--- config.mk ---
export PLATFORM = sky130hd
export DESIGN_NAME = round_robin_quantum_scheduler_flat
export DESIGN_NICKNAME = d
export VERILOG_FILES = /design/src/hw/rtl/rrq_pkg.sv /design/src/hw/rtl/rrq_in_if.sv /design/src/hw/rtl/rrq_out_if.sv /design/src/hw/rtl/rrq_ram.sv /design/src/hw/rtl/round_robin_quantum_scheduler.sv /design/src/flat_wrapper.sv
export VERILOG_INCLUDE_DIRS = /design/src /design/src/hw/rtl
export SDC_FILE = /design/constraint.sdc
export NUM_CORES = 1
export LEC_CHECK = 0
export BUFFER_PORTS_ARGS = -buffer_cell sky130_fd_sc_hd__buf_2
export CAP_MARGIN = 20
export CORE_MARGIN = 4
export CORE_UTILIZATION = 61
export CTS_CLUSTER_SIZE = 20
export DETAILED_ROUTE_END_ITERATION = 10
export HOLD_SLACK_MARGIN = 0.05
export PLACE_DENSITY = 0.79
export SLEW_MARGIN = 20
export SYNTH_ARGS = -nofsm -noshare
export SYNTH_HDL_FRONTEND = slang
export SYNTH_SLANG_ARGS = --single-unit
--- constraint.sdc ---
create_clock -name clk -period 8.9 [get_ports clk]
set_clock_uncertainty 0.1 [all_clocks]
set_input_delay 0.445 -clock clk [delete_from_list [all_inputs] [get_ports clk]]
set_output_delay 0.445 -clock clk [all_outputs]
set_load 0.01 [all_outputs]
--- src/hw/rtl/assert_macros.svh ---
// Assertion macros used by the scheduler top level.
`ifndef ASSERT_MACROS_SVH
`define ASSERT_MACROS_SVH

// Implication checked in the same cycle, quiet during reset.
`define ASSERT_IMPL(label, clk, rst, ante, cons) \
  label: assert property (@(posedge clk) disable iff (rst) (ante) |-> (cons)) \
    else $error("assertion failed");

// Implication checked in the next cycle, quiet during reset.
`define ASSERT_NEXT(label, clk, rst, ante, cons) \
  label: assert property (@(posedge clk) disable iff (rst) (ante) |=> (cons)) \
    else $error("assertion failed");

`endif

--- src/hw/rtl/rrq_pkg.sv ---
// Package: sizes, codes and item types of the round-robin quantum scheduler.
`timescale 1ns / 1ps
`default_nettype none
package rrq_pkg;

  localparam int MAX_PROCESSES = 16;
  localparam int SLOT_W        = (MAX_PROCESSES > 2) ? $clog2(MAX_PROCESSES) : 1;
  localparam int COUNT_W       = $clog2(MAX_PROCESSES + 1);

  // APB register map
  localparam int PADDR_W = 3;
  localparam logic REG_QUANTUM = 1'b0;
  localparam logic [15:0] QUANTUM_RESET = 16'd4;

  // item modes
  localparam logic MODE_ADD = 1'b0;
  localparam logic MODE_RUN = 1'b1;

  // result status codes
  localparam logic [2:0] ST_ADDED    = 3'd0;
  localparam logic [2:0] ST_RUNNING  = 3'd1;
  localparam logic [2:0] ST_FINISHED = 3'd2;
  localparam logic [2:0] ST_FULL     = 3'd3;
  localparam logic [2:0] ST_IDLE     = 3'd4;

  typedef struct packed {
    logic        mode;
    logic [7:0]  process_id;
    logic [15:0] burst_time;
  } in_item_t;

  typedef struct packed {
    logic [2:0]  status;
    logic [7:0]  served_id;
    logic [15:0] remaining_time;
    logic [31:0] queue_wait;
    logic [31:0] elapsed_total;
    logic        ring_empty;
  } out_item_t;

  // one ring entry as held in the job memory
  typedef struct packed {
    logic [7:0]  id;
    logic [15:0] burst;
    logic [15:0] remaining;
  } job_t;

endpackage
`default_nettype wire

--- src/hw/rtl/rrq_in_if.sv ---
// Interface: input item channel (valid, ready, payload).
`timescale 1ns / 1ps
`default_nettype none
interface rrq_in_if;
  logic              valid;
  logic              ready;
  rrq_pkg::in_item_t data;

  modport source (output valid, output data, input ready);
  modport sink   (input valid, input data, output ready);
endinterface
`default_nettype wire

--- src/hw/rtl/rrq_out_if.sv ---
// Interface: result item channel (valid, ready, payload).
`timescale 1ns / 1ps
`default_nettype none
interface rrq_out_if;
  logic               valid;
  logic               ready;
  rrq_pkg::out_item_t data;

  modport source (output valid, output data, input ready);
  modport sink   (input valid, input data, output ready);
endinterface
`default_nettype wire

--- src/hw/rtl/rrq_ram.sv ---
// Generic RAM: one write port, one read port with registered read data.
`timescale 1ns / 1ps
`default_nettype none
module rrq_ram #(
  parameter int WIDTH = 8,
  parameter int DEPTH = 16,
  localparam int ADDR_W = (DEPTH > 2) ? $clog2(DEPTH) : 1
) (
  input  wire logic                   clk,
  input  wire logic                   we,
  input  wire logic [ADDR_W-1:0]      waddr,
  input  wire logic [WIDTH-1:0]       wdata,
  input  wire logic [ADDR_W-1:0]      raddr,
  output      logic [WIDTH-1:0]       rdata
);

  logic [WIDTH-1:0] mem [DEPTH];

  always_ff @(posedge clk) begin
    if (we) begin
      mem[waddr] <= wdata;
    end
    rdata <= mem[raddr];
  end
endmodule
`default_nettype wire

--- src/hw/rtl/round_robin_quantum_scheduler.sv ---
// Top level: round-robin job ring with a fixed time quantum.
//
//  channel   kind        dir  contents
//  request   valid/ready in   mode, process_id, burst_time
//  result    valid/ready out  status, served_id, remaining_time, queue_wait,
//                             elapsed_total, ring_empty
//  apb       APB write   in   time_quantum at byte address 0
//
// Each item goes through S_READ, where the served entry is read from the job and link
// memories (registered read data), then S_EXEC, where it is computed and written back.
// A new item is taken in the same cycle the previous one writes back.
// Reset (rst, synchronous) clears the slot-used bits, cursor, count, total and
// the quantum (to 4); the memories need no clearing pass.
// A held result stalls write-back and the input; one item may still be taken
// and read while the block is idle, its write-back then waits for the result.
`timescale 1ns / 1ps
`default_nettype none
`include "assert_macros.svh"
module round_robin_quantum_scheduler (
  input  wire logic                          clk,
  input  wire logic                          rst,
  rrq_in_if.sink                             request,
  rrq_out_if.source                          result,
  input  wire logic                          psel,
  input  wire logic                          penable,
  input  wire logic                          pwrite,
  input  wire logic [rrq_pkg::PADDR_W-1:0]   paddr,
  input  wire logic [31:0]                   pwdata,
  output      logic [31:0]                   prdata,
  output      logic                          pready
);

  localparam int MAXP    = rrq_pkg::MAX_PROCESSES;
  localparam int SLOT_W  = rrq_pkg::SLOT_W;
  localparam int COUNT_W = rrq_pkg::COUNT_W;
  localparam int JOB_W   = $bits(rrq_pkg::job_t);

  localparam logic [1:0] S_IDLE = 2'd0;
  localparam logic [1:0] S_READ = 2'd1;
  localparam logic [1:0] S_EXEC = 2'd2;

  logic [1:0]          state;
  rrq_pkg::in_item_t   item;
  logic [SLOT_W-1:0]   cursor_slot, next_slot, add_slot, free_slot;
  logic [COUNT_W-1:0]  job_count;
  logic [31:0]         time_sum;
  logic [15:0]         time_quantum;
  logic [MAXP-1:0]     slot_used;
  logic                out_valid;
  rrq_pkg::out_item_t  out_data;

  // memory ports
  logic                job_we, link_we;
  logic [SLOT_W-1:0]   job_waddr, link_waddr;
  rrq_pkg::job_t       job_wdata, job_rdata;
  logic [SLOT_W-1:0]   link_wdata, link_rdata;
  logic [JOB_W-1:0]    job_rbits;

  // handshake
  logic out_free, in_fire, exec_fire, table_full, add_go;

  assign out_free   = !out_valid || result.ready;
  assign request.ready = !rst && ((state == S_IDLE) || ((state == S_EXEC) && out_free));
  assign in_fire    = request.valid && request.ready;
  assign exec_fire  = (state == S_EXEC) && out_free;
  assign table_full = (job_count == COUNT_W'(MAXP));
  assign add_go     = (item.mode == rrq_pkg::MODE_ADD) && !table_full;

  assign result.valid = out_valid;
  assign result.data  = out_data;

  // APB register
  assign pready = 1'b1;
  assign prdata = (paddr[2] == rrq_pkg::REG_QUANTUM) ? {16'd0, time_quantum} : 32'd0;

  always_ff @(posedge clk) begin
    if (rst) begin
      time_quantum <= rrq_pkg::QUANTUM_RESET;
    end else if (psel && penable && pwrite && pready
                 && (paddr[2] == rrq_pkg::REG_QUANTUM)) begin
      time_quantum <= pwdata[15:0];
    end
  end

  // lowest unused slot
  always_comb begin
    free_slot = '0;
    for (int i = MAXP - 1; i >= 0; i--) begin
      if (!slot_used[i]) free_slot = SLOT_W'(i);
    end
  end

  // memories: both read at the slot after the cursor
  rrq_ram #(.WIDTH(JOB_W), .DEPTH(MAXP)) u_job_ram (
    .clk(clk), .we(job_we), .waddr(job_waddr), .wdata(job_wdata),
    .raddr(next_slot), .rdata(job_rbits)
  );
  assign job_rdata = rrq_pkg::job_t'(job_rbits);

  rrq_ram #(.WIDTH(SLOT_W), .DEPTH(MAXP)) u_link_ram (
    .clk(clk), .we(link_we), .waddr(link_waddr), .wdata(link_wdata),
    .raddr(next_slot), .rdata(link_rdata)
  );

  // slice arithmetic on the served entry
  logic        finish;
  logic [15:0] served;
  logic [32:0] sum;
  logic [31:0] total_sat, wait_time;

  always_comb begin
    finish    = job_rdata.remaining <= time_quantum;
    served    = finish ? job_rdata.remaining : time_quantum;
    sum       = {1'b0, time_sum} + 33'(served);
    total_sat = sum[32] ? 32'hFFFF_FFFF : sum[31:0];
    wait_time = (total_sat >= 32'(job_rdata.burst)) ? total_sat - 32'(job_rdata.burst) : 32'd0;
  end

  // write-back and next state of the ring
  logic [COUNT_W-1:0] count_next;
  logic [SLOT_W-1:0]  cursor_next, next_slot_next;
  logic [31:0]        total_next;
  logic               set_used, clr_used;
  rrq_pkg::out_item_t out_next;

  always_comb begin
    job_we         = 1'b0;
    job_waddr      = next_slot;
    job_wdata      = job_rdata;
    link_we        = 1'b0;
    link_waddr     = cursor_slot;
    link_wdata     = add_slot;
    count_next     = job_count;
    cursor_next    = cursor_slot;
    next_slot_next = next_slot;
    total_next     = time_sum;
    set_used       = 1'b0;
    clr_used       = 1'b0;
    out_next       = '0;

    if (state == S_READ && add_go) begin
      // new entry goes in its free slot, linked to the cursor's successor
      job_we          = 1'b1;
      job_waddr       = free_slot;
      job_wdata.id    = item.process_id;
      job_wdata.burst = item.burst_time;
      job_wdata.remaining = item.burst_time;
      link_we         = 1'b1;
      link_waddr      = free_slot;
      link_wdata      = (job_count == '0) ? free_slot : next_slot;
    end

    if (state == S_EXEC) begin
      if (item.mode == rrq_pkg::MODE_ADD) begin
        out_next.served_id = item.process_id;
        if (table_full) begin
          out_next.status = rrq_pkg::ST_FULL;
        end else begin
          out_next.status         = rrq_pkg::ST_ADDED;
          out_next.remaining_time = item.burst_time;
          set_used       = 1'b1;
          count_next     = job_count + COUNT_W'(1);
          next_slot_next = add_slot;
          if (job_count == '0) begin
            cursor_next = add_slot;
          end else begin
            link_we    = exec_fire;
            link_waddr = cursor_slot;
            link_wdata = add_slot;
          end
        end
      end else if (job_count == '0) begin
        out_next.status = rrq_pkg::ST_IDLE;
      end else begin
        out_next.served_id = job_rdata.id;
        total_next = total_sat;
        job_we     = exec_fire;
        job_waddr  = next_slot;
        if (finish) begin
          out_next.status       = rrq_pkg::ST_FINISHED;
          out_next.queue_wait   = wait_time;
          job_wdata.remaining   = 16'd0;
          clr_used = 1'b1;
          if (next_slot == cursor_slot) begin
            count_next = '0;
          end else begin
            count_next     = job_count - COUNT_W'(1);
            next_slot_next = link_rdata;
            link_we        = exec_fire;
            link_waddr     = cursor_slot;
            link_wdata     = link_rdata;
          end
        end else begin
          out_next.status         = rrq_pkg::ST_RUNNING;
          out_next.remaining_time = job_rdata.remaining - time_quantum;
          job_wdata.remaining     = job_rdata.remaining - time_quantum;
          cursor_next    = next_slot;
          next_slot_next = link_rdata;
        end
      end
    end

    out_next.elapsed_total = total_next;
    out_next.ring_empty    = (count_next == '0);
  end

  // sequencer
  always_ff @(posedge clk) begin
    if (rst) begin
      state <= S_IDLE;
    end else begin
      unique case (state)
        S_IDLE:  if (in_fire) state <= S_READ;
        S_READ:  state <= S_EXEC;
        S_EXEC:  if (exec_fire) state <= in_fire ? S_READ : S_IDLE;
        default: state <= S_IDLE;
      endcase
    end
  end

  // captured item and chosen slot
  always_ff @(posedge clk) begin
    if (in_fire) item <= request.data;
    if (state == S_READ) add_slot <= free_slot;
  end

  // ring control state
  always_ff @(posedge clk) begin
    if (rst) begin
      cursor_slot <= '0;
      next_slot   <= '0;
      job_count   <= '0;
      time_sum    <= '0;
      slot_used   <= '0;
    end else if (exec_fire) begin
      cursor_slot <= cursor_next;
      next_slot   <= next_slot_next;
      job_count   <= count_next;
      time_sum    <= total_next;
      if (set_used) slot_used[add_slot] <= 1'b1;
      if (clr_used) slot_used[next_slot] <= 1'b0;
    end
  end

  // result register
  always_ff @(posedge clk) begin
    if (rst) begin
      out_valid <= 1'b0;
    end else if (exec_fire) begin
      out_valid <= 1'b1;
    end else if (result.ready) begin
      out_valid <= 1'b0;
    end
  end

  always_ff @(posedge clk) begin
    if (exec_fire) out_data <= out_next;
  end

  // checks
  `ASSERT_IMPL(a_count_matches_used, clk, rst, 1'b1, $countones(slot_used) == int'(job_count))
  `ASSERT_NEXT(a_accept_starts_read, clk, rst, in_fire, state == S_READ)
  `ASSERT_IMPL(a_idle_means_empty, clk, rst,
               out_valid && (out_data.status == rrq_pkg::ST_IDLE), out_data.ring_empty)

endmodule
`default_nettype wire

--- src/flat_wrapper.sv ---
// flat-port wrapper written by rule: the top's interface ports become plain ports
module round_robin_quantum_scheduler_flat 
  (clk, rst, psel, penable, pwrite, paddr, pwdata, prdata, pready, request_valid, request_data, request_ready, result_valid, result_data, result_ready);
  rrq_in_if request_i ();
  rrq_out_if result_i ();
  input  wire logic clk;
  input  wire logic rst;
  input  wire logic psel;
  input  wire logic penable;
  input  wire logic pwrite;
  input  wire logic [rrq_pkg::PADDR_W-1:0] paddr;
  input  wire logic [31:0] pwdata;
  output      logic [31:0] prdata;
  output      logic pready;
  input wire logic [$bits(request_i.valid)-1:0] request_valid;
  input wire logic [$bits(request_i.data)-1:0] request_data;
  output wire logic [$bits(request_i.ready)-1:0] request_ready;
  output wire logic [$bits(result_i.valid)-1:0] result_valid;
  output wire logic [$bits(result_i.data)-1:0] result_data;
  input wire logic [$bits(result_i.ready)-1:0] result_ready;
  assign request_i.valid = request_valid;
  assign request_i.data = request_data;
  assign request_ready = request_i.ready;
  assign result_valid = result_i.valid;
  assign result_data = result_i.data;
  assign result_i.ready = result_ready;
  round_robin_quantum_scheduler u_core (.clk(clk), .rst(rst), .request(request_i), .result(result_i), .psel(psel), .penable(penable), .pwrite(pwrite), .paddr(paddr), .pwdata(pwdata), .prdata(prdata), .pready(pready));
endmodule
=== After elaboration in Yosys (flattened, before gate mapping) ===
Memory sizes are Yosys's and may differ from the RTL's. A register that Yosys moved wholly into a read port is not among the register bits.
Cells that the tools add are included.
W data, S select, Z words.

* Bits in registers: 201
* Bits in latches: 0
* RAM bits: 704
* ROM bits: 0
* Input port bits: 67
* Output and inout bits: 127
* Word-level logic and storage cells: 180
* Memories: 2

* $add $sub $neg: 5
* Multiply operators: 0
* Div/mod/pow operators: 0
* $lt $le $gt $ge: 6
* Eq/ne operators: 10
* Shifts and indexed selects: 0
* Multiplexer cells: 107
* Bitwise operators: 8
* Reductions and logical operators: 24

{| class="wikitable"
|+ Memory list
! memory !! depth !! width !! read ports !! clocked after memory_dff !! write ports !! RTL line !! RTL
|-
| u_core.u_job_ram.mem || 16 || 40 || 1 || 1 || 1 || rrq_ram.sv:17 || <nowiki>logic [WIDTH-1:0] mem [DEPTH];</nowiki>
|-
| u_core.u_link_ram.mem || 16 || 4 || 1 || 1 || 1 || rrq_ram.sv:17 ||
|}

{| class="wikitable"
|+ Operator list
! cell !! number
|-
| $mux W32 || 6
|-
| $mux W4 || 47
|-
| $mux W16 || 11
|-
| $mux W56 || 1
|-
| $mux W40 || 1
|-
| $add A32 B16 Y33 || 1
|-
| $ge A32 B16 Y1 || 1
|-
| $sub A32 B16 Y32 || 1
|-
| $mux W5 || 6
|-
| $mux W27 || 1
|-
| $mux W1 || 26
|-
| $and A16 B16 Y16 || 1
|-
| $le A16 B16 Y1 || 1
|-
| $not A16 Y16 || 1
|-
| $or A16 B16 Y16 || 1
|-
| $sub A16 B16 Y16 || 1
|-
| $logic_and A1 B1 Y1 || 10
|-
| $logic_not A5 Y1 || 2
|-
| $lt A4 B5 Y1 const B || 2
|-
| $demux W1 S4 || 2
|-
| $ge A4 B1 Y1 const B || 2
|-
| $mux W2 || 4
|-
| $ne A2 B1 Y1 const B || 3
|-
| $pmux W2 S3 || 1
|-
| other kinds (18) || 27
|}

=== Longest topological paths before layout ===
Gate-level depths: netlist (run 1).

* Word-level depth: 23
* Gate-level depth with buffers: 37
* Mapped depth without buffers: 33

=== By module ===
From an unflattened synthesis (run 1), not the netlist that was laid out.

* Cells, all modules: 2661
* Area, all modules: 40375.0 µm²

{| class="wikitable"
|+ By module, submodules not included
! module !! instances !! cells an instance !! area an instance (µm²) !! seq. area each (µm²)
|-
| rrq_ram at u_core.u_job_ram || 1 || 1040 || 25132.9 || 20019.2
|-
| round_robin_quantum_scheduler || 1 || 1491 || 12575.8 || 5235.0
|-
| rrq_ram at u_core.u_link_ram || 1 || 130 || 2666.3 || 2001.9
|}

=== Least setup slack after synthesis (run 1) ===
No wires, ideal clock.

* Path kind: register to register
* From: register u_core.time_quantum[0]
* To: register u_core.out_data (netlist bit u_core.result.data[39]) (data pin)
* Setup time: 0.260 ns
* Arrival time: 7.224 ns
* Data required time: 8.540 ns
* Slack: 1.316 ns
* Cell stages (with the launch flop): 35
* Path buffers: 7
* Clock period less this slack: 7.584 ns
* Cells stage by stage: dfxtp_1 ha_1 inv_1 fa_1 a21o_1 a21oi_1 o21ai_0 or3b_1 a31o_2 clkbuf_1 clkbuf_1 nand2_1 o21ai_0 ha_1 o211ai_2 a21oi_1 o41a_1 a21o_1 buf_6 nand2_1 clkbuf_1 buf_1 buf_1 nand2_1 ha_1 a21o_1 a2111oi_1 o21bai_1 a21o_1 a311o_1 nand4b_2 nor2_2 a31o_4 buf_6 nor3_2

* Word-level cells in the longest chain between the ends: 7
* Elaborated cells between the ends (all ways): 9
* Those cells by class: 2 x add/sub; 2 x order compare; 2 x mux; 2 x bitwise; 1 x reduce/logical

{| class="wikitable"
|+ RTL lines
! item !! RTL line !! RTL
|-
| start: declaration || round_robin_quantum_scheduler.sv:47 || <nowiki>logic [15:0] time_quantum;</nowiki>
|-
| start signal: assignment || round_robin_quantum_scheduler.sv:78 || <nowiki>time_quantum <= rrq_pkg::QUANTUM_RESET;</nowiki>
|-
| start signal: assignment || round_robin_quantum_scheduler.sv:81 || <nowiki>time_quantum <= pwdata[15:0];</nowiki>
|-
| $le A16 B16 Y1 || round_robin_quantum_scheduler.sv:112 || <nowiki>finish = job_rdata.remaining <= time_quantum;</nowiki>
|-
| $mux W16 || round_robin_quantum_scheduler.sv:113 || <nowiki>served = finish ? job_rdata.remaining : time_quantum;</nowiki>
|-
| $add A32 B16 Y33 || round_robin_quantum_scheduler.sv:114 || <nowiki>sum = {1'b0, time_sum} + 33'(served);</nowiki>
|-
| $mux W32 || round_robin_quantum_scheduler.sv:115 || <nowiki>total_sat = sum[32] ? 32'hFFFF_FFFF : sum[31:0];</nowiki>
|-
| $ge A32 B16 Y1 || round_robin_quantum_scheduler.sv:116 || <nowiki>wait_time = (total_sat >= 32'(job_rdata.burst)) ? total_sat - 32'(job_rdata.burst) : 32'd0;</nowiki>
|-
| $not A1 Y1 (no line) || - ||
|-
| $reduce_or A5 Y1 (no line) || - ||
|-
| end signal: assignment || round_robin_quantum_scheduler.sv:257 || <nowiki>if (exec_fire) out_data <= out_next;</nowiki>
|-
| end: declaration || round_robin_quantum_scheduler.sv:50 || <nowiki>rrq_pkg::out_item_t out_data;</nowiki>
|}

Parallel ways exist; a longest one is shown, timed or not.
A chain may end at the register's enable or synchronous reset.

=== Final worst setup path (run 1) ===
* From: register u_core.time_quantum[0]
* To: register u_core.out_data (netlist bit u_core.result.data[49]) (data pin)

Same word-level chain as after synthesis.

==> flow_metrics.tcl, run 1 <==
set metrics [dict create \
    top_cells_by_area_synth "edfxtp_1, mux4_2, dfxtp_1" \
    drc 0 \
    grt_busiest_layer "met2" \
    max_cap_violations 0 \
    timing_worst_slew_pin_value_ps 1085 \
    initial_utilization 0.6167 \
    p_leak_nw 15.20 \
    initialDrtViolationCount 3263 \
    synth-seq-cells 949 \
    final_min_period_over_clock_period 0.9263 \
    avgRoutedWirePerCell_um 28.84 \
    antenna-diode-count 0 \
    count_of_yosys_warnings_during_synthesis 0 \
    mean_area_per_synthesized_cell_um2 15.72 \
    crit_arrival_ps 8520 \
    vias_per_cell 6.647 \
    synthCells 2533 \
    routed_wl_mm 106.2 \
    finalSetupViolCount 0 \
    grt.met1_usage 0.4049 \
    floorplan.io_pins 194 \
    crit_path_max_incr_delay_ps 560 \
    postSynth.asyncResetShare 0 \
    fp-row-count 93 \
    synthDominantCellAreaShare 0.6220 \
    relSlewSlack 0.2718 \
    clock_sink_count 949 \
    dpl.hpwl_mm 58.89 \
    postSynth.topFlopCell "edfxtp_1" \
    cts-root-buf "clkbuf_16" \
    layout.filler_cells 3943 \
    cts.repair_timing.setup_buffer_count 0 \
    yosys.cell_count.top_type "edfxtp_1" \
    drv_slew 0 \
    die-area_um2 69440 \
    groute.usage.overall 0.3029 \
    buffers_on_ports 158 \
    die_height_um 263.5 \
    die_w_um 263.5 \
    worst_ep_required_time_ps 9180 \
    critical_path.startpoint_type "register" \
    cts_htree_levels 3 \
    min_period_ps 8244 \
    status "finished clean" \
    endpoints_failing_hold 0 \
    reg2reg_depth 31 \
    use_met3 0.07112 \
    achievable-frequency_mhz 121.3 \
    core_um2 64580 \
    grt.overflow.total 0 \
    critical_path.reg2reg.endpoint "u_core.result.data[49]" \
    synth_cell_types 83 \
    endpoint_kind "register" \
    area.growth.synth_to_final_pct 13.36 \
    cts_buffer_depth 3 \
    gp_congestion 0.9229 \
    r2r_start "u_core.time_quantum[0]" \
    cp_slowest_cell "a2111oi_1" \
    netlist_area_um2 39830 \
    pin_count_of_the_biggest_net_entering_global_routing 99 \
    synth-seq-area-share 0.6844 \
    post_route_cells_drive_above_1_share 0.2230 \
    timing.critical_path.to "u_core.result.data[49]" \
    worst_min_delay_path_class "reg2reg" \
    firstDrtPassIters 6 \
    synth_enable_flop_cells 825 \
    timing.hold.ws_ps 355.1 \
    worst_supply_voltage_drop_on_vdd_v 0.0001378 \
    setup_tns_final_ps 0 \
    via_count 24490 \
    design.final.nets 2874 \
    grt_pass1_wl_mm 157.4 \
    post-route-util 0.6991 \
    path_max_fanout 32 \
    grt_pass1_vias 24480 \
    multi_input_area_um2 11890 \
    crit_path_frequent_cell "a21o_1" \
    cts_tree "yes" \
    sequential_cell_area_um2 27270 \
    ff2ff_setup_slack_ps 660 \
    grtUsageMet2 0.4949 \
    most_common_library_cells_after_synthesis "edfxtp_1, nand2_1, mux4_2" \
    timing_worst_setup_path_type "reg2reg" \
    unrepaired_setup_endpoints_after_global_routing "no" \
    ant_nets 0 \
    worstSetupStartpoint "u_core.time_quantum[0]" \
    cts_made_buffers 90 \
    power_density_nw_per_um2 211.2 \
    synth_top_cell_by_area "edfxtp_1" \
    clock_pin_slew_on_the_worst_setup_and_hold_paths_ps 70 \
    grt_antenna_before_repair 0 \
    worstSkewPairLatency_ps 650 \
]
==> flip-flops by register name, summed over array words and instances, names as in the netlist <==
| signal | cells |
|---|---|
| u_core.slot_used | 16 |
| u_core.add_slot | 4 |
| u_core.result.valid | 1 |
| u_core.time_sum | 32 |
| u_core.next_slot | 4 |
| u_core.cursor_slot | 4 |
| u_core.u_job_ram.rdata | 40 |
| u_core.time_quantum | 16 |
| u_core.job_count | 5 |
| u_core.state | 2 |
| u_core.u_link_ram.rdata | 4 |
| u_core.result.data | 92 |
| u_core.u_link_ram.mem | 64 |
| u_core.u_job_ram.mem | 640 |
| u_core.item | 25 |
==> cell type report <==
class,count,share of cell area
Inverter,68,0.005709
Tap cell,855,0.02369
Clock buffer,128,0.05689
Multi-Input combinational cell,1386,0.2634
Sequential cell,949,0.6040
Timing Repair Buffer,259,0.03725
Clock inverter,39,0.009062
==> worst max-delay path: cells and delay by family, from the launching register on <==
kind | cells | cell delay (ps)
flops | 1 | 410
compound gates | 15 | 4130
fa+ha+maj | 5 | 1560
simple gates | 7 | 1170
buf+inv | 4 | 630
==> what timing repair did <==
action,in CTS,in global routing
setup endpoints to repair,0,0
hold buffers,43,0
gates resized for setup,0,0
endpoints found under the hold margin,43,0
==> worst min path at each step <==
stage,startpoint,depth (start not counted),slack (ps),end
after CTS,u_core.time_quantum[4],2,360,u_core.time_quantum[4]
after floorplan,u_core.time_quantum[10],2,340,u_core.time_quantum[10]
after global routing,u_core.time_quantum[9],2,380,u_core.time_quantum[9]
after detailed placement,u_core.time_quantum[4],2,350,u_core.time_quantum[4]
final,u_core.time_quantum[4],2,360,u_core.time_quantum[4]
after global placement,u_core.time_quantum[3],2,340,u_core.time_quantum[3]
==> per-stage QoR <==
| step | setup WS [ps] | std cells | area (um2) | total power [W] |
|---|---|---|---|---|
| global placement | 1050 | 3473 | 41680 | 0.005664 |
| detailed placement | 806.6 | 3473 | 41680 | 0.005691 |
| finish | 655.6 | 3684 | 45150 | 0.009535 |
| global route | 137.2 | 3684 | 45150 | 0.009822 |
| floorplan | 1316 | 2548 | 39880 | 0.005484 |
| CTS | 764.7 | 3683 | 45090 | 0.009557 |
==> layout by cell type, fill, tap and decap left out, types with 56 or more instances in the layout <==
cell / synthesis / final
a21oi_1: 130 / 130
buf_2: 1 / 158
buf_4: 20 / 56
clkbuf_16: 0 / 93
dfxtp_1: 124 / 120
edfxtp_1: 825 / 825
inv_1: 68 / 67
mux4_2: 220 / 220
nand2_1: 262 / 262
nor2_1: 166 / 149
o21ai_0: 96 / 88
==> cell families (layout without fill, tap and decap cells) <==
kind of cell,after synthesis,count (layout),synth area share
mux,234,234,0.1281
other cells,2,17,0.0001886
xor+xnor,63,63,0.01385
simple gates,607,607,0.06902
compound gates,412,412,0.06456
buf+inv,213,494,0.02274
fa+ha+maj,53,53,0.01722
flops,949,949,0.6844
==> metal layers <==
| metal | vias to the layer above | share of wire |
|---|---|---|
| met2 | 1627 | 0.49 |
| li1 | 10220 | - |
| met4 | 0 | 0.036 |
| met3 | 252 | 0.11 |
| met1 | 12390 | 0.37 |
| met5 | - | 0 |
==> where the power goes <==
group | switching (W) | total, W | internal (W)
clock | 0.00167 | 0.00389 | 0.00222
combinational | 0.000428 | 0.000677 | 0.000250
sequential | 0.0000406 | 0.00496 | 0.00492
No activity file was read; power rests on OpenSTA's default activity.
==> run 2, diff against run 1 <==
--- a/config.mk
+++ b/config.mk
@@ -9,11 +9,10 @@
 export BUFFER_PORTS_ARGS = -buffer_cell sky130_fd_sc_hd__buf_2
 export CAP_MARGIN = 20
 export CORE_MARGIN = 4
-export CORE_UTILIZATION = 61
+export CORE_UTILIZATION = 30
 export CTS_CLUSTER_SIZE = 20
 export DETAILED_ROUTE_END_ITERATION = 10
 export HOLD_SLACK_MARGIN = 0.05
-export PLACE_DENSITY = 0.79
 export SLEW_MARGIN = 20
 export SYNTH_ARGS = -nofsm -noshare
 export SYNTH_HDL_FRONTEND = slang
==> flow_metrics.tcl, run 2 (synthesized netlist as in run 1, its figures left out) <==
set metrics [dict create \
    power_density_nw_per_um2 211.9 \
    power.internal_w 0.007691 \
    cts-root-buf "clkbuf_16" \
    relSlewSlack 0.2482 \
    core_um2 131600 \
    timing_worst_slew_pin_value_ps 1125 \
    cts_buffer_depth 3 \
    layout.filler_cells 12400 \
    timing_worst_setup_path_type "reg2reg" \
    p_leak_nw 15.42 \
    status "finished clean" \
    ctsResizeCount 0 \
    multi_input_area_um2 11880 \
    crit_arrival_ps 8380 \
    endpoints_failing_hold 0 \
    post_layout_nonfiller_instances 4616 \
    final_min_period_over_clock_period 0.9069 \
    cts_htree_levels 3 \
    post-route-util 0.3553 \
    cp_slowest_cell "a2111oi_1" \
    clock_pin_slew_on_the_worst_setup_and_hold_paths_ps 60 \
    post_route_cells_drive_above_1_share 0.2301 \
    use_met3 0.04446 \
    via_count 23190 \
    timing.hold.ws_ps 336.3 \
    floorplan.io_pins 194 \
    fp-row-count 133 \
    drv_slew 0 \
    critical_path.startpoint_type "register" \
    whs_path_depth 4 \
    grtUsageMet2 0.2307 \
    cts_made_buffers 98 \
    share_seq_of_total_power 0.501 \
    buffers_on_ports 158 \
    gp_congestion 0.8628 \
    avgRoutedWirePerCell_um 23.11 \
    reg2reg_depth 30 \
    grt_antenna_before_repair 5 \
    layout_commonest_cell "edfxtp_1" \
    die-area_um2 138600 \
    die_w_um 372.4 \
    routed_wl_mm 106.7 \
    worst_min_delay_path_class "in2reg" \
    endpoint_kind "register" \
    dpl.hpwl_mm 63.04 \
    firstDrtPassIters 5 \
    worst_supply_voltage_drop_on_vdd_v 0.0001412 \
    clock_sink_count 949 \
    achievable-frequency_mhz 123.9 \
    grt.met1_usage 0.2125 \
    design.final.nets 2894 \
    drc 0 \
    sw_share 0.2238 \
    initialDrtViolationCount 2342 \
    clock_share_of_power 0.432 \
    cts.repair_timing.setup_buffer_count 0 \
    vias_per_cell 5.024 \
    setup_tns_final_ps 0 \
    crit_path_max_incr_delay_ps 500 \
    path_max_fanout 32 \
    sequential_cell_area_um2 27270 \
    worst_ep_required_time_ps 9210 \
    max_cap_violations 0 \
    initial_utilization 0.3026 \
    groute.usage.overall 0.1511 \
    p_sw_w 0.002218 \
    pin_count_of_the_biggest_net_entering_global_routing 111 \
    cts_tree "yes" \
    unrepaired_setup_endpoints_after_global_routing "no" \
    most_frequent_cells_in_the_layout "edfxtp_1, nand2_1, mux4_2" \
    die_height_um 372.4 \
    grt_pass1_vias 22540 \
    ant_nets 0 \
    totalPowerFinal_w 0.009910 \
    area.growth.synth_to_final_pct 17.42 \
    dp.cells 4384 \
    registers.top_by_ff_count "u_core.u_job_ram.mem" \
    grt.overflow.total 0 \
    largest_register_ffs 640 \
    grt_pass1_wl_mm 154.6 \
    power_share_of_the_combinational_group 0.067 \
    holdBufCountCts 43 \
    grt_busiest_layer "met2" \
    finalSetupViolCount 0 \
    worstSkewPairLatency_ps 690 \
    min_period_ps 8071 \
]
-- run 2: critical path, delay by kind of cell (launching register included) --
family,cells,cell delay (ps)
AOI/OAI and AO/OA,15,4160
adders and majority gates,5,1600
and+or+nand+nor,6,1210
buffers and inverters,4,370
DFF,1,340
-- run 2: metal layers --
layer  vias to the layer above  routed length, um  share of wire
li1                      10290                  -              -
met1                     11850              46000           0.43
met2                       910              48070           0.45
met3                       137              10330          0.097
met4                         2               2244          0.021
met5                         -                 12        0.00011
-- run 2: cell type report --
class                      instances  share of cell area
antenna                            1          0.00005351
clock buffer                     124             0.05694
clock inverter                    62             0.01552
inverter                          68            0.005565
multi-input combinational       1386              0.2541
sequential                       949              0.5832
tap                             1755             0.04696
timing repair buffer             271             0.03770
-- run 2: metrics by stage --
stage / setup slack, ps / cell area [um2]
floorplan: 1316 / 39880
global placement: 972.4 / 42880
detailed placement: 903.2 / 42910
CTS: 848.8 / 46730
global route: 252.4 / 46760
finish: 828.6 / 46760
-- run 2: worst paths after layout --
check                           slack [ps]                      start                       to
worst max-delay path                   830  u_core.u_job_ram.rdata[0]   u_core.result.data[52]
worst min-delay path                   340                     pwrite  u_core.time_quantum[15]
worst max register to register         830  u_core.u_job_ram.rdata[0]   u_core.result.data[52]
worst min register to register         350     u_core.time_quantum[9]   u_core.time_quantum[9]
-- run 2: power groups by stage --
stage / clock network (W) / logic [W] / registers (W)
detailed placement: 0 / 0.000651 / 0.00506
global route: 0.00458 / 0.000735 / 0.00496
CTS: 0.00439 / 0.000669 / 0.00496
finish: 0.00428 / 0.000668 / 0.00496
floorplan: 0 / 0.000445 / 0.00504
global placement: 0 / 0.000641 / 0.00505
==> run 3, diff against run 2 <==
==> constraint.sdc (replaced) <==
create_clock -name clk -period 9.2 [get_ports clk]
set_clock_uncertainty 0.1 [all_clocks]
set_input_delay 0.46 -clock clk [delete_from_list [all_inputs] [get_ports clk]]
set_output_delay 0.46 -clock clk [all_outputs]
set_load 0.01 [all_outputs]
==> flow_metrics.tcl, run 3 (synthesized netlist as in run 1, its figures left out) <==
set metrics [dict create \
    status "finished clean" \
    die_w_um 372.4 \
    clock_pin_slew_on_the_worst_setup_and_hold_paths_ps 60 \
    largest_register_ffs 640 \
    die_height_um 372.4 \
    buffers_on_ports 158 \
    endpoints_failing_hold 0 \
    grt_antenna_before_repair 3 \
    timing_worst_slew_pin_value_ps 1100 \
    registers.top_by_ff_count "u_core.u_job_ram.mem" \
    post_place_cell_area_um2 42880 \
    cts_made_buffers 99 \
    drv_slew 0 \
    via_count 23200 \
    pin_count_of_the_biggest_net_entering_global_routing 154 \
    worstSkewPairLatency_ps 690 \
    gp_congestion 0.8555 \
    design_area_um2 46740 \
    fp-row-count 133 \
    most_frequent_cells_in_the_layout "edfxtp_1, nand2_1, mux4_2" \
    grt_pass1_wl_mm 152.5 \
    grt_pass1_vias 22150 \
    cts-root-buf "clkbuf_16" \
    cts_buffer_depth 3 \
    routed_wl_mm 105.5 \
    firstDrtPassIters 6 \
    grt.overflow.total 0 \
    core_um2 131600 \
    max_cap_violations 0 \
    groute.usage.overall 0.1491 \
    ant_nets 0 \
    cts_tree "yes" \
    layout.filler_cells 12390 \
    critical_path.startpoint_type "register" \
    initial_utilization 0.3026 \
    area.growth.synth_to_final_pct 17.35 \
    dpl.hpwl_mm 61.75 \
    design.final.nets 2891 \
    vias_per_cell 5.030 \
    crit_path_max_incr_delay_ps 500 \
    floorplan.io_pins 194 \
    clock_sink_count 949 \
    drc 0 \
    worst_supply_voltage_drop_on_vdd_v 0.0001422 \
    timing_worst_setup_path_type "reg2reg" \
    layout_commonest_cell "edfxtp_1" \
    worst_slack_ps 855.0 \
    initialDrtViolationCount 2489 \
    min_period_ps 8345 \
    avgRoutedWirePerCell_um 22.87 \
    worst_min_delay_path_class "reg2reg" \
    ctsResizeCount 0 \
    crit_arrival_ps 8630 \
    cts_htree_levels 3 \
    power_density_nw_per_um2 204.9 \
    p_leak_nw 15.41 \
    cp_slowest_cell "a311o_1" \
    achievable-frequency_mhz 119.8 \
    finalSetupViolCount 0 \
    post-place-ws_ps 942.2 \
    unrepaired_setup_endpoints_after_global_routing "no" \
    die-area_um2 138600 \
    relSlewSlack 0.2664 \
    final_min_period_over_clock_period 0.9071 \
    post_route_cells_drive_above_1_share 0.2296 \
    crit_path_frequent_cell "inv_1" \
    path_max_fanout 32 \
    setup_tns_final_ps 0 \
    endpoint_kind "register" \
    worst_ep_required_time_ps 9490 \
]
-- run 3: cell types whose count changed in the layout (fill, tap and decap cells not counted), sizes merged --
cell      before  now
buf          227  224
bufinv        13   14
clkbuf       125  120
clkinv        36   41
clkinvlp       5    4
-- run 3: what timing repair did --
item,4_1_cts,5_1_grt
hold buffers,43,0
endpoints found under the hold margin,43,0
buffers inserted,0,0
-- run 3: final timing paths --
| kind | start | end | slack [ps] | cells after the start |
|---|---|---|---|---|
| max reg2reg | u_core.u_job_ram.rdata[0] | u_core.result.data[41] | 850 | 33 |
| min | u_core.time_quantum[10] | u_core.time_quantum[10] | 350 | 2 |
| max | u_core.u_job_ram.rdata[0] | u_core.result.data[41] | 850 | 33 |
| min reg2reg | u_core.time_quantum[10] | u_core.time_quantum[10] | 350 | 2 |
-- run 3: critical path: cells and delay by family (launching register included) --
kind | cells | cell delay [ps]
simple gates | 8 | 1790
buf+inv | 6 | 740
compound gates | 14 | 3770
fa+ha+maj | 5 | 1250
flops | 1 | 370
-- run 3: cell type report --
| class | count | area, um2 | area share |
|---|---|---|---|
| clock inverters | 67 | 775.7 | 0.01660 |
| well taps | 1755 | 2196 | 0.04698 |
| multi-input cells | 1386 | 11880 | 0.2542 |
| repair buffers | 267 | 1755 | 0.03756 |
| diodes | 1 | 2.502 | 0.00005354 |
| inverters | 68 | 260.3 | 0.005568 |
| clock buffers | 120 | 2596 | 0.05555 |
| flip-flops and latches | 949 | 27270 | 0.5835 |
-- run 3: through the flow --
stage | utilization | cells | hold slack, ps | total power (W)
floorplan | - | 2548 | 336.3 | 0.005305
global placement | 0.3257 | 4379 | 342.7 | 0.005511
detailed placement | 0.3258 | 4380 | 346.5 | 0.005517
CTS | 0.3547 | 4610 | 308.7 | 0.009670
global route | 0.3550 | 4612 | 351.1 | 0.009930
finish | 0.3551 | 4613 | 353.3 | 0.009577
-- run 3: routing by layer --
layer  GRT usage  part of all wire  vias up  wire length (um)
met5           0                 0        -                 0
met4     0.03564             0.022        0              2360
met3     0.03030             0.075      150              7944
met2      0.2285              0.45      893             47430
met1      0.2176              0.45    11870             47740
li1            -                 -    10300                 -
-- run 3: where the power goes --
part | internal [W] | leakage (nW) | switching, W
clock | 0.00242 | 1.64 | 0.00171
combinational | 0.000245 | 5.21 | 0.000398
sequential | 0.00476 | 8.55 | 0.0000382
